**src/hdl/sha256_pkg.sv**
```systemverilog
package sha256_pkg;

    typedef logic [31:0] word_t;
    typedef logic [7:0]  byte_t;
    typedef logic [5:0]  fill_t;
    typedef logic [5:0]  round_t;
    typedef logic [2:0]  widx_t;
    typedef logic [60:0] count_t;

    localparam int NUM_WORDS = 8;

    localparam fill_t  FILL_LAST      = 6'd63;
    localparam fill_t  FILL_LEN_START = 6'd56;
    localparam round_t LAST_ROUND     = 6'd63;
    localparam widx_t  LAST_WORD_IDX  = 3'd7;
    localparam byte_t  PAD_MARK       = 8'h80;

    localparam word_t INIT_HASH [NUM_WORDS] = '{
        32'h6a09e667, 32'hbb67ae85, 32'h3c6ef372, 32'ha54ff53a,
        32'h510e527f, 32'h9b05688c, 32'h1f83d9ab, 32'h5be0cd19
    };

    localparam word_t ROUND_K [64] = '{
        32'h428a2f98, 32'h71374491, 32'hb5c0fbcf, 32'he9b5dba5,
        32'h3956c25b, 32'h59f111f1, 32'h923f82a4, 32'hab1c5ed5,
        32'hd807aa98, 32'h12835b01, 32'h243185be, 32'h550c7dc3,
        32'h72be5d74, 32'h80deb1fe, 32'h9bdc06a7, 32'hc19bf174,
        32'he49b69c1, 32'hefbe4786, 32'h0fc19dc6, 32'h240ca1cc,
        32'h2de92c6f, 32'h4a7484aa, 32'h5cb0a9dc, 32'h76f988da,
        32'h983e5152, 32'ha831c66d, 32'hb00327c8, 32'hbf597fc7,
        32'hc6e00bf3, 32'hd5a79147, 32'h06ca6351, 32'h14292967,
        32'h27b70a85, 32'h2e1b2138, 32'h4d2c6dfc, 32'h53380d13,
        32'h650a7354, 32'h766a0abb, 32'h81c2c92e, 32'h92722c85,
        32'ha2bfe8a1, 32'ha81a664b, 32'hc24b8b70, 32'hc76c51a3,
        32'hd192e819, 32'hd6990624, 32'hf40e3585, 32'h106aa070,
        32'h19a4c116, 32'h1e376c08, 32'h2748774c, 32'h34b0bcb5,
        32'h391c0cb3, 32'h4ed8aa4a, 32'h5b9cca4f, 32'h682e6ff3,
        32'h748f82ee, 32'h78a5636f, 32'h84c87814, 32'h8cc70208,
        32'h90befffa, 32'ha4506ceb, 32'hbef9a3f7, 32'hc67178f2
    };

    typedef enum logic [2:0] {
        ST_ACCEPT,
        ST_PAD_MARK,
        ST_PAD_ZERO,
        ST_PAD_LEN,
        ST_COMPRESS,
        ST_FOLD,
        ST_EMIT
    } state_t;

    typedef enum logic [1:0] {
        BYTE_DATA,
        BYTE_MARK,
        BYTE_ZERO,
        BYTE_LEN
    } byte_sel_t;

    typedef struct packed {
        logic      shift_en;
        byte_sel_t byte_sel;
        logic      count_inc;
        logic      load_work;
        logic      round_en;
        logic      fold;
        logic      word_adv;
        logic      restart;
    } cmd_t;

    typedef struct packed {
        fill_t fill;
        logic  round_last;
        logic  word_last;
    } status_t;

    function automatic word_t rotr(input word_t v, input int n);
        return (v >> n) | (v << (32 - n));
    endfunction

    function automatic word_t big_sigma0(input word_t x);
        return rotr(x, 2) ^ rotr(x, 13) ^ rotr(x, 22);
    endfunction

    function automatic word_t big_sigma1(input word_t x);
        return rotr(x, 6) ^ rotr(x, 11) ^ rotr(x, 25);
    endfunction

    function automatic word_t small_sigma0(input word_t x);
        return rotr(x, 7) ^ rotr(x, 18) ^ (x >> 3);
    endfunction

    function automatic word_t small_sigma1(input word_t x);
        return rotr(x, 17) ^ rotr(x, 19) ^ (x >> 10);
    endfunction

    function automatic word_t choose(input word_t e, input word_t f, input word_t g);
        return (e & f) ^ (~e & g);
    endfunction

    function automatic word_t majority(input word_t a, input word_t b, input word_t c);
        return (a & b) ^ (a & c) ^ (b & c);
    endfunction

endpackage

```
**src/hdl/sha256_if.sv**
```systemverilog
interface sha256_msg_if;
    logic                valid;
    logic                ready;
    sha256_pkg::byte_t   data_byte;
    logic                byte_present;
    logic                end_of_message;

    modport source (output valid, data_byte, byte_present, end_of_message, input ready);
    modport sink   (input valid, data_byte, byte_present, end_of_message, output ready);
endinterface

interface sha256_digest_if;
    logic                valid;
    logic                ready;
    sha256_pkg::word_t   digest_word;
    sha256_pkg::widx_t   word_index;
    logic                last_word;

    modport source (output valid, digest_word, word_index, last_word, input ready);
    modport sink   (input valid, digest_word, word_index, last_word, output ready);
endinterface

```
**src/hdl/sha256_ctrl.sv**
```systemverilog
module sha256_ctrl (
    input  logic                clk,
    input  logic                rst_n,
    input  logic                msg_valid,
    input  logic                byte_present,
    input  logic                end_of_message,
    output logic                msg_ready,
    output logic                out_valid,
    input  logic                out_ready,
    input  sha256_pkg::status_t status,
    output sha256_pkg::cmd_t    cmd
);

    sha256_pkg::state_t state_reg;
    sha256_pkg::state_t state_next;
    sha256_pkg::state_t resume_reg;
    sha256_pkg::state_t resume_next;

    logic fill_last;
    logic fill_len_start;

    assign fill_last      = (status.fill == sha256_pkg::FILL_LAST);
    assign fill_len_start = (status.fill == sha256_pkg::FILL_LEN_START);

    always_ff @(posedge clk or negedge rst_n)
    begin
        if (!rst_n)
        begin
            state_reg  <= sha256_pkg::ST_ACCEPT;
            resume_reg <= sha256_pkg::ST_ACCEPT;
        end
        else
        begin
            state_reg  <= state_next;
            resume_reg <= resume_next;
        end
    end

    // next state; a byte that fills the block detours through compression
    always_comb
    begin
        sha256_pkg::state_t after_st;
        after_st    = end_of_message ? sha256_pkg::ST_PAD_MARK : sha256_pkg::ST_ACCEPT;
        state_next  = state_reg;
        resume_next = resume_reg;
        unique case (state_reg)
            sha256_pkg::ST_ACCEPT:
            begin
                if (msg_valid)
                begin
                    if (byte_present && fill_last)
                    begin
                        state_next  = sha256_pkg::ST_COMPRESS;
                        resume_next = after_st;
                    end
                    else
                    begin
                        state_next = after_st;
                    end
                end
            end
            sha256_pkg::ST_PAD_MARK:
            begin
                if (fill_last)
                begin
                    state_next  = sha256_pkg::ST_COMPRESS;
                    resume_next = sha256_pkg::ST_PAD_ZERO;
                end
                else
                begin
                    state_next = sha256_pkg::ST_PAD_ZERO;
                end
            end
            sha256_pkg::ST_PAD_ZERO:
            begin
                if (fill_len_start)
                begin
                    state_next = sha256_pkg::ST_PAD_LEN;
                end
                else if (fill_last)
                begin
                    state_next  = sha256_pkg::ST_COMPRESS;
                    resume_next = sha256_pkg::ST_PAD_ZERO;
                end
            end
            sha256_pkg::ST_PAD_LEN:
            begin
                if (fill_last)
                begin
                    state_next  = sha256_pkg::ST_COMPRESS;
                    resume_next = sha256_pkg::ST_EMIT;
                end
            end
            sha256_pkg::ST_COMPRESS:
            begin
                if (status.round_last)
                begin
                    state_next = sha256_pkg::ST_FOLD;
                end
            end
            sha256_pkg::ST_FOLD:
            begin
                state_next = resume_reg;
            end
            sha256_pkg::ST_EMIT:
            begin
                if (out_ready && status.word_last)
                begin
                    state_next = sha256_pkg::ST_ACCEPT;
                end
            end
            default:
            begin
                state_next = sha256_pkg::ST_ACCEPT;
            end
        endcase
    end

    always_comb
    begin
        cmd       = '0;
        cmd.byte_sel = sha256_pkg::BYTE_DATA;
        msg_ready = 1'b0;
        out_valid = 1'b0;
        unique case (state_reg)
            sha256_pkg::ST_ACCEPT:
            begin
                msg_ready = 1'b1;
                if (msg_valid && byte_present)
                begin
                    cmd.shift_en  = 1'b1;
                    cmd.count_inc = 1'b1;
                end
            end
            sha256_pkg::ST_PAD_MARK:
            begin
                cmd.shift_en = 1'b1;
                cmd.byte_sel = sha256_pkg::BYTE_MARK;
            end
            sha256_pkg::ST_PAD_ZERO:
            begin
                cmd.shift_en = !fill_len_start;
                cmd.byte_sel = sha256_pkg::BYTE_ZERO;
            end
            sha256_pkg::ST_PAD_LEN:
            begin
                cmd.shift_en = 1'b1;
                cmd.byte_sel = sha256_pkg::BYTE_LEN;
            end
            sha256_pkg::ST_COMPRESS:
            begin
                cmd.round_en = 1'b1;
            end
            sha256_pkg::ST_FOLD:
            begin
                cmd.fold = 1'b1;
            end
            sha256_pkg::ST_EMIT:
            begin
                out_valid = 1'b1;
                if (out_ready)
                begin
                    cmd.word_adv = 1'b1;
                    cmd.restart  = status.word_last;
                end
            end
            default:
            begin
                cmd = '0;
            end
        endcase
        // the 64th byte of a block also loads the working variables
        cmd.load_work = cmd.shift_en && fill_last;
    end

endmodule

```
**src/hdl/sha256_datapath.sv**
```systemverilog
module sha256_datapath (
    input  logic                clk,
    input  logic                rst_n,
    input  sha256_pkg::cmd_t    cmd,
    input  sha256_pkg::byte_t   data_byte,
    output sha256_pkg::status_t status,
    output sha256_pkg::word_t   digest_word,
    output sha256_pkg::widx_t   word_index,
    output logic                last_word
);

    // block bytes, first byte at the top; during rounds the same line
    // is the 16-word schedule window with w[i] in the top word
    logic [511:0]      blk_reg;
    logic [511:0]      blk_next;
    sha256_pkg::word_t work_reg  [sha256_pkg::NUM_WORDS];
    sha256_pkg::word_t work_next [sha256_pkg::NUM_WORDS];
    sha256_pkg::word_t chain_reg [sha256_pkg::NUM_WORDS];
    sha256_pkg::count_t count_reg;
    sha256_pkg::fill_t  fill_reg;
    sha256_pkg::round_t round_reg;
    sha256_pkg::widx_t  word_reg;

    sha256_pkg::byte_t byte_in;
    logic [63:0]       len_bits;
    sha256_pkg::word_t w0;
    sha256_pkg::word_t w1;
    sha256_pkg::word_t w9;
    sha256_pkg::word_t w14;
    sha256_pkg::word_t w_new;
    sha256_pkg::word_t t1;
    sha256_pkg::word_t t2;

    assign len_bits = {count_reg, 3'b000};

    always_comb
    begin
        unique case (cmd.byte_sel)
            sha256_pkg::BYTE_DATA: byte_in = data_byte;
            sha256_pkg::BYTE_MARK: byte_in = sha256_pkg::PAD_MARK;
            sha256_pkg::BYTE_ZERO: byte_in = '0;
            sha256_pkg::BYTE_LEN:  byte_in = len_bits[{~fill_reg[2:0], 3'b000} +: 8];
            default:               byte_in = '0;
        endcase
    end

    assign w0  = blk_reg[511:480];
    assign w1  = blk_reg[479:448];
    assign w9  = blk_reg[223:192];
    assign w14 = blk_reg[63:32];
    assign w_new = w0 + sha256_pkg::small_sigma0(w1) + w9 + sha256_pkg::small_sigma1(w14);

    assign t1 = work_reg[7] + sha256_pkg::big_sigma1(work_reg[4])
              + sha256_pkg::choose(work_reg[4], work_reg[5], work_reg[6])
              + sha256_pkg::ROUND_K[round_reg] + w0;
    assign t2 = sha256_pkg::big_sigma0(work_reg[0])
              + sha256_pkg::majority(work_reg[0], work_reg[1], work_reg[2]);

    always_comb
    begin
        work_next[0] = t1 + t2;
        work_next[1] = work_reg[0];
        work_next[2] = work_reg[1];
        work_next[3] = work_reg[2];
        work_next[4] = work_reg[3] + t1;
        work_next[5] = work_reg[4];
        work_next[6] = work_reg[5];
        work_next[7] = work_reg[6];
    end

    always_comb
    begin
        blk_next = blk_reg;
        if (cmd.shift_en)
        begin
            blk_next = {blk_reg[503:0], byte_in};
        end
        else if (cmd.round_en)
        begin
            blk_next = {blk_reg[479:0], w_new};
        end
    end

    always_ff @(posedge clk)
    begin
        blk_reg <= blk_next;
        for (int i = 0; i < sha256_pkg::NUM_WORDS; i++)
        begin
            if (cmd.load_work)
            begin
                work_reg[i] <= chain_reg[i];
            end
            else if (cmd.round_en)
            begin
                work_reg[i] <= work_next[i];
            end
        end
    end

    always_ff @(posedge clk or negedge rst_n)
    begin
        if (!rst_n)
        begin
            fill_reg  <= '0;
            count_reg <= '0;
            round_reg <= '0;
            word_reg  <= '0;
            for (int i = 0; i < sha256_pkg::NUM_WORDS; i++)
            begin
                chain_reg[i] <= sha256_pkg::INIT_HASH[i];
            end
        end
        else
        begin
            if (cmd.shift_en)
            begin
                fill_reg <= fill_reg + 6'd1;
            end
            if (cmd.restart)
            begin
                count_reg <= '0;
            end
            else if (cmd.count_inc)
            begin
                count_reg <= count_reg + 61'd1;
            end
            if (cmd.load_work)
            begin
                round_reg <= '0;
            end
            else if (cmd.round_en)
            begin
                round_reg <= round_reg + 6'd1;
            end
            if (cmd.word_adv)
            begin
                word_reg <= word_reg + 3'd1;
            end
            for (int i = 0; i < sha256_pkg::NUM_WORDS; i++)
            begin
                if (cmd.restart)
                begin
                    chain_reg[i] <= sha256_pkg::INIT_HASH[i];
                end
                else if (cmd.fold)
                begin
                    chain_reg[i] <= chain_reg[i] + work_reg[i];
                end
            end
        end
    end

    assign status.fill       = fill_reg;
    assign status.round_last = (round_reg == sha256_pkg::LAST_ROUND);
    assign status.word_last  = (word_reg == sha256_pkg::LAST_WORD_IDX);

    assign digest_word = chain_reg[word_reg];
    assign word_index  = word_reg;
    assign last_word   = (word_reg == sha256_pkg::LAST_WORD_IDX);

endmodule

```
**src/hdl/sha256_byte_stream_hasher_core.sv**
```systemverilog
// SHA-256 hasher over a byte stream.
//
// msg (sink): one transfer per item. byte_present marks data_byte as a
//   message byte; end_of_message closes the message after that byte. An item
//   with end_of_message and no byte closes the message as is (empty message
//   if nothing came before). An item with neither flag is a no-op.
// digest (source): eight transfers per message, word_index 0..7, most
//   significant word first, last_word on index 7.
//
// Timing: a byte that neither completes a block nor ends the message is
// taken with msg.ready staying high. The 64th byte of a block starts
// compression: 64 rounds plus one fold step, msg.ready low throughout.
// The round unit, one round per cycle, sets the rate over long messages.
// After an end item, padding shifts one byte per cycle (plus one or two
// compressions), then the digest is shown. While digest words are pending
// msg.ready stays low; a stalled receiver simply holds the current word,
// nothing is lost. After the eighth word the chaining words and byte count
// return to their start values.
// Reset: chaining words to the initial hash, byte count and fill to zero.
module sha256_byte_stream_hasher_core (
    input  logic         clk,
    input  logic         rst_n,
    sha256_msg_if.sink   msg,
    sha256_digest_if.source digest
);

    sha256_pkg::cmd_t    cmd;
    sha256_pkg::status_t status;

    // sequencing: intake, padding, rounds, digest readout
    sha256_ctrl u_ctrl (
        .clk            (clk),
        .rst_n          (rst_n),
        .msg_valid      (msg.valid),
        .byte_present   (msg.byte_present),
        .end_of_message (msg.end_of_message),
        .msg_ready      (msg.ready),
        .out_valid      (digest.valid),
        .out_ready      (digest.ready),
        .status         (status),
        .cmd            (cmd)
    );

    // block line, round unit, chaining words, counters
    sha256_datapath u_datapath (
        .clk         (clk),
        .rst_n       (rst_n),
        .cmd         (cmd),
        .data_byte   (msg.data_byte),
        .status      (status),
        .digest_word (digest.digest_word),
        .word_index  (digest.word_index),
        .last_word   (digest.last_word)
    );

endmodule

```
**src/flat_wrapper.sv**
```systemverilog
// flat-port wrapper written by rule: the top's interface ports become plain ports
module sha256_byte_stream_hasher_core_flat 
  (clk, rst_n, msg_valid, msg_data_byte, msg_byte_present, msg_end_of_message, msg_ready, digest_valid, digest_digest_word, digest_word_index, digest_last_word, digest_ready);
  sha256_msg_if msg_i ();
  sha256_digest_if digest_i ();
  input  logic clk;
  input  logic rst_n;
  input wire logic [$bits(msg_i.valid)-1:0] msg_valid;
  input wire logic [$bits(msg_i.data_byte)-1:0] msg_data_byte;
  input wire logic [$bits(msg_i.byte_present)-1:0] msg_byte_present;
  input wire logic [$bits(msg_i.end_of_message)-1:0] msg_end_of_message;
  output wire logic [$bits(msg_i.ready)-1:0] msg_ready;
  output wire logic [$bits(digest_i.valid)-1:0] digest_valid;
  output wire logic [$bits(digest_i.digest_word)-1:0] digest_digest_word;
  output wire logic [$bits(digest_i.word_index)-1:0] digest_word_index;
  output wire logic [$bits(digest_i.last_word)-1:0] digest_last_word;
  input wire logic [$bits(digest_i.ready)-1:0] digest_ready;
  assign msg_i.valid = msg_valid;
  assign msg_i.data_byte = msg_data_byte;
  assign msg_i.byte_present = msg_byte_present;
  assign msg_i.end_of_message = msg_end_of_message;
  assign msg_ready = msg_i.ready;
  assign digest_valid = digest_i.valid;
  assign digest_digest_word = digest_i.digest_word;
  assign digest_word_index = digest_i.word_index;
  assign digest_last_word = digest_i.last_word;
  assign digest_i.ready = digest_ready;
  sha256_byte_stream_hasher_core u_core (.clk(clk), .rst_n(rst_n), .msg(msg_i), .digest(digest_i));
endmodule
```
**config.mk**
```make
export PLATFORM = sky130hd
export DESIGN_NAME = sha256_byte_stream_hasher_core_flat
export DESIGN_NICKNAME = d
export VERILOG_FILES = /design/src/hdl/sha256_pkg.sv /design/src/hdl/sha256_if.sv /design/src/hdl/sha256_ctrl.sv /design/src/hdl/sha256_datapath.sv /design/src/hdl/sha256_byte_stream_hasher_core.sv /design/src/flat_wrapper.sv
export SDC_FILE = /design/constraint.sdc
export NUM_CORES = 2
export LEC_CHECK = 0
export BUFFER_PORTS_ARGS = -buffer_cell sky130_fd_sc_hd__buf_2
export CAP_MARGIN = 10
export CELL_PAD_IN_SITES_DETAIL_PLACEMENT = 1
export CELL_PAD_IN_SITES_GLOBAL_PLACEMENT = 2
export CORE_ASPECT_RATIO = 0.8
export CORE_MARGIN = 3
export CORE_UTILIZATION = 42
export DETAILED_ROUTE_END_ITERATION = 12
export PLACE_DENSITY_LB_ADDON = 0.05
export SYNTH_ARGS = -nofsm -noshare
export SYNTH_HDL_FRONTEND = slang
export SYNTH_SLANG_ARGS = --single-unit
```
**constraint.sdc**
```tcl
create_clock -name clk -period 17.6 [get_ports clk]
set_input_delay 1.76 -clock clk [delete_from_list [all_inputs] [get_ports clk]]
set_output_delay 1.76 -clock clk [all_outputs]
set_load 0.02 [all_outputs]
```
* Yosys cells after proc, flatten, opt, wreduce, memory -nomap -nowiden
Memory sizes are Yosys's and may differ from the RTL's.
Cells that the tools add are included.
** Word-level totals
- Register bits :: 850
- Bits in writable memories :: 256
- Bits in read-only memories :: 2048
- Output and inout port bits :: 38
- Memories kept :: 2
** Memories
- (name not given) :: words 64, width 32, rd ports 1, clocked after memory_dff 0, write ports 0, RTL line sha256_datapath.sv:55 : + sha256_pkg::ROUND_K[round_reg] + w0;
- u_core.u_datapath.work_reg :: words 8, width 32, rd ports 8, clocked after memory_dff 0, write ports 8, RTL line sha256_datapath.sv:16 : sha256_pkg::word_t work_reg [sha256_pkg::NUM_WORDS];
** Cells by class
- Add/subtract/negate cells :: 22
- Order comparisons :: 2
- Equal/unequal tests :: 19
- Shifts and indexed selects :: 1
- Muxes and demuxes :: 66
- Bitwise logic cells :: 38
- Reduce and logical (&&, ||, !) cells :: 15
** Operator list (number)
- two-way mux 512 bit :: 2
- two-way mux 32 bit :: 28
- adder 32 bit :: 18
- bitwise XOR 32 bit :: 9
- AND 32 bit :: 5
- two-way mux 61 bit :: 2
- binary-select mux 32 bit (select 3 bit) :: 1
- indexed part select 64 x 7 -> 8 bit :: 1
- adder 61 x 1 -> 61 bit, second input constant :: 1
- two-way mux 3 bit :: 12
- NOT 32 bit :: 1
- bitwise OR 10 x 32 -> 32 bit :: 1
- bitwise OR 13 x 32 -> 32 bit :: 1
- bitwise OR 14 x 32 -> 32 bit :: 1
- bitwise OR 15 x 32 -> 32 bit :: 1
- bitwise OR 19 x 32 -> 32 bit :: 1
- bitwise OR 21 x 32 -> 32 bit :: 1
- bitwise OR 25 x 32 -> 32 bit :: 1
- bitwise OR 26 x 32 -> 32 bit :: 1
- bitwise OR 30 x 32 -> 32 bit :: 1
- bitwise OR 7 x 32 -> 32 bit :: 1
- one-hot mux 8 bit (4 select lines) :: 1
- bitwise XOR 32 x 22 -> 32 bit :: 1
- bitwise XOR 32 x 29 -> 32 bit :: 1
- 32 further kinds :: 70

* Depth between registers and ports, before layout
An unclocked memory read counts as a cell.
- Word-level depth :: 10
- Mapped depth :: 42

* Cells and area by module
Synthesis repeated with hierarchy kept, for this count alone.
** Unflattened totals
- Cells, all modules :: 7497
- Area, all modules :: 76861.2 sq um
** Modules (own cells, without submodules)
- sha256_datapath :: times used 1, cells an instance 7432, area an instance 76375.8 sq um, seq. area each 31540.2 sq um
- sha256_ctrl :: times used 1, cells an instance 65, area an instance 485.5 sq um, seq. area each 150.1 sq um

* Least setup slack after synthesis
Ideal clock, no wire load.
- Path type :: input-to-reg
- From :: input port msg_valid
- To :: register u_core.u_datapath.blk_reg[0] (enable)
- Library setup time :: 3632 ps
- Data arrival time :: 11159 ps
- Required time :: 13968 ps
- Path slack :: 2809 ps
- Cell stages on the path :: 7
- Cells stage by stage :: nand2_1 > o21ai_0 > o21bai_1 > clkbuf_1 > clkbuf_1 > clkbuf_1 > nand2_1
** Between the ends
- Word-level cells in the longest chain between the ends :: 4
** Ends and longest elaborated chain
- from (decl) :: RTL line flat_wrapper.sv:8 : input wire logic [$bits(msg_i.valid)-1:0] msg_valid;
- logical AND 1 bit :: RTL line sha256_ctrl.sv:129 : if (msg_valid && byte_present)
- two-way mux 1 bit :: RTL line sha256_ctrl.sv:129
- one-hot mux 1 bit (3 select lines) :: RTL line sha256_ctrl.sv:125 : unique case (state_reg)
- nonzero test 2 bit (no line)
- to (signal assigned) :: RTL line sha256_datapath.sv:86 : blk_reg <= blk_next;
- to (decl) :: RTL line sha256_datapath.sv:14 : logic [511:0] blk_reg;
No other way between the ends.
A chain may end at the register's enable or synchronous reset.

==> results.md <==
* Sw frac at 22.64%
* Hold Path Class: reg -> reg
* Clk_skew at 0.06771 ns
* Slowest stage delay, CP at 0.80 ns
* CTS Hold Bufs at 0
* Final Hold Violating Endpoints at 0
* Via Count at 61420
* Post-CTS setup buffers at 0
* Vias in the first global route at 61410
* Syn Area/Cell at 9.124 sq um
* CTS clk-pin slew, worst paths at 0.06 ns
* Unique masters post-synth at 86
* Clk root buf: clkbuf_16
* DRT iter0 DRCs at 5609
* Proportion of layout cells with a drive suffix above 1 at 7.953%
* Slew Viols, Final at 0
* Worst setup EP type: register
* Unrepaired setup endpoints after global routing: false
* Slew HR at 10.36%
* Int Power at 0.004294 W
* Most frequent cell after synthesis: nand2_1
* Main area contributors after synthesis: edfxtp_1 30%, nand2_1 12%, dfrtp_1 6.7%, ha_1 6.6%, fa_1 5.2%
* Synth top cells by count: 2421 x nand2_1, 768 x edfxtp_1, 479 x o21ai_0
* Crit path arrival time at 11.21 ns
* H-tree levels at 4
* Worst slew pin tran at 1.331 ns
* Critical path type: reg -> reg
* PwrDens at 67.46 mW/mm^2
* First-pass DRT Iterations at 5
* Initial antenna violation count at 12
* Synthesized instance count at 8292
* Post-cts resize count at 0
* Post-route cell area at 0.08229 sq mm
* Die area at 0.1853 sq mm
* Gate power share at 0.4%
* Max reg flops at 512
* Crit-path slowest cell: dfrtp_1
* Initial Utilization at 42.50%
* Core Area at 0.1780 sq mm
* Ys flop type: edfxtp_1
* Fin crit share at 60.78%
* Final HPWL DP at 210300 um
* I/O Buffers at 51
* Cell leakage power at 38.33 nW
* Setup tns final at 0 ns
* Overflow after GRT at 0
* Routed len/inst at 26.91 um
* Clk buf depth at 3
* Bufs and invs on worst path at 6
* Power share of the clock group at 49.8%
* Post-synthesis net count at 8899
* Skew-Pair Late Insertion Delay at 0.81 ns
* Share of the synthesized area in the top cell type at 30.48%
* TritonCTS buffer count at 133
* Post-synth EDFFs at 768
* Most used cell, CP: a21oi_1
* Largest net degree at the start of global routing at 210
* GRT Total Usage at 30.51%
* CTS tree: done
* Top Ports at 52
* Post-synth top area cell: edfxtp_1
* Antenna viol nets, final at 0
* Fillcell total at 20250
* Max Clk Rate at 0.09348 GHz
* # DRC at 0
* Die width at 480.5 um
* Peak supply drop at 0.00008601 V
* DR vias/cell at 5.798
* Nets at 8707
* Rows at 138
* Max Cap Violations at 0
* Crit start category: register
* Switch Pwr at 0.001257 W
* Status: complete, no violations
* Seq/Total Area, Yosys at 41.89%
* Tmin final at 10.70 ns
* Asr flop ratio synth at 30.56%
* Sequential share of power at 49.7%
* Yosys Warn Count at 0
* Chip Height at 385.6 um
* Routability Congestion at 0.9331
* Placed inst area at 0.07795 sq mm
* Layout area overhead at 8.762%
* First-pass GRT wire length at 420400 um
* Yosys reg bits at 1106
* Worst-path fanout max at 20
* Utilization after layout at 46.22%
* Clock Sinks at 1106
* Final setup violation count at 0
* Cell area after synthesis at 0.07566 sq mm
* Worst endpoint required time at 18.11 ns
* Final wirelength at 285100 um
* Crit-path leading delay family: compound AO/OA/AOI/OAI gates
-- cell usage in the layout (no fill, tap or decap), drive strengths merged, types with 53 or more instances in the layout --
cell type,synthesis,layout
dfstp,136,136
o21ai,487,487
nor3,117,117
clkinv,1,54
a21o,202,202
nand2,2421,2421
buf,34,129
clkbuf,422,182
xnor2,388,388
inv,348,351
edfxtp,768,768
nand3,146,146
nor2,389,389
ha,398,398
xor2,254,254
mux2,58,58
mux4,81,81
dfrtp,202,202
a31oi,53,53
fa,195,195
a21oi,473,473
a211oi,57,57
nand2b,61,61
-- through the flow --
| stage | setup slack [ns] | total power (W) | hold WS (ns) | cells |
|---|---|---|---|---|
| final | 6.903 | 0.005551 | 0.4696 | 10590 |
| after global routing | 6.428 | 0.005730 | 0.4958 | 10590 |
| after CTS | 6.991 | 0.005624 | 0.4670 | 10590 |
| after detailed placement | 7.034 | 0.002837 | 0.4589 | 10340 |
| after global placement | 7.276 | 0.002837 | 0.4489 | 10340 |
| after floorplan | 2.809 | 0.002813 | 0.4334 | 8292 |
-- worst register-to-register path, delay by kind of cell (launching register included) --
kind | cells | cell delay (ns)
fa+ha+maj | 7 | 3.20
flops | 1 | 0.80
xor+xnor | 2 | 0.45
buf+inv | 6 | 0.96
compound gates | 17 | 3.92
simple gates | 7 | 1.14
-- layer usage --
layer  vias to the layer above  part of all wire, %  global-route usage (%)
li1                      28040                    -                       -
met1                     31470                   48                   46.54
met2                      1644                   43                   45.48
met3                       262                  6.6                   5.004
met4                         2                  1.9                   5.988
met5                         -               0.0046                       0
-- power by group through the flow --
stage          Combinational, W  Sequential [W]  Clock [W]
2_1_floorplan        0.00000120         0.00281          0
3_3_place_gp          0.0000251         0.00281          0
3_5_place_dp          0.0000250         0.00281          0
4_1_cts               0.0000252         0.00276    0.00284
5_1_grt               0.0000271         0.00276    0.00295
6_report              0.0000238         0.00276    0.00277
-- cell families (layout without fill, tap and decap cells) --
| group | count (synthesis) | after routing | share of synthesized area [%] |
|---|---|---|---|
| compound gates | 1602 | 1602 | 13.01 |
| buf+inv | 805 | 724 | 3.996 |
| other cells | 0 | 2 | 0 |
| fa+ha+maj | 596 | 596 | 11.78 |
| simple gates | 3377 | 3377 | 18.29 |
| xor+xnor | 642 | 642 | 7.432 |
| mux | 164 | 164 | 3.605 |
| flops | 1106 | 1106 | 41.89 |
-- layout make-up --
cell class                 instances  area, sq um  share of cell area (%)
antenna                            2        5.005                0.006082
clock buffer                     182         3633                   4.416
clock inverter                    64        693.2                  0.8424
inverter                         349         1310                   1.592
multi-input combinational       6381        41030                   49.87
sequential                      1106        31710                   38.53
tap                             2380         2978                   3.619
timing repair buffer             129        925.9                   1.125
-- final timing paths --
check                                                                 from                                     endpoint  slack [ns]  cells after the start
worst max-delay path            u_core.u_datapath.round_reg[0]$_DFFE_PN0P_  u_core.u_datapath.work_reg[0][30]$_DFFE_PP_        6.90                     39
min in group asynchronous                                            rst_n  u_core.u_datapath.chain_reg[62]$_DFFE_PN0P_        1.01                      1
worst min register to register   u_core.u_datapath.fill_reg[5]$_DFFE_PN0P_    u_core.u_datapath.fill_reg[5]$_DFFE_PN0P_        0.47                      1
worst min-delay path             u_core.u_datapath.fill_reg[5]$_DFFE_PN0P_    u_core.u_datapath.fill_reg[5]$_DFFE_PN0P_        0.47                      1
max in group asynchronous                                            rst_n  u_core.u_datapath.word_index[0]$_DFFE_PN0P_       15.01                      2
worst max register to register  u_core.u_datapath.round_reg[0]$_DFFE_PN0P_  u_core.u_datapath.work_reg[0][30]$_DFFE_PP_        6.90                     39
Note: power is estimated with default switching activity, not from simulation.
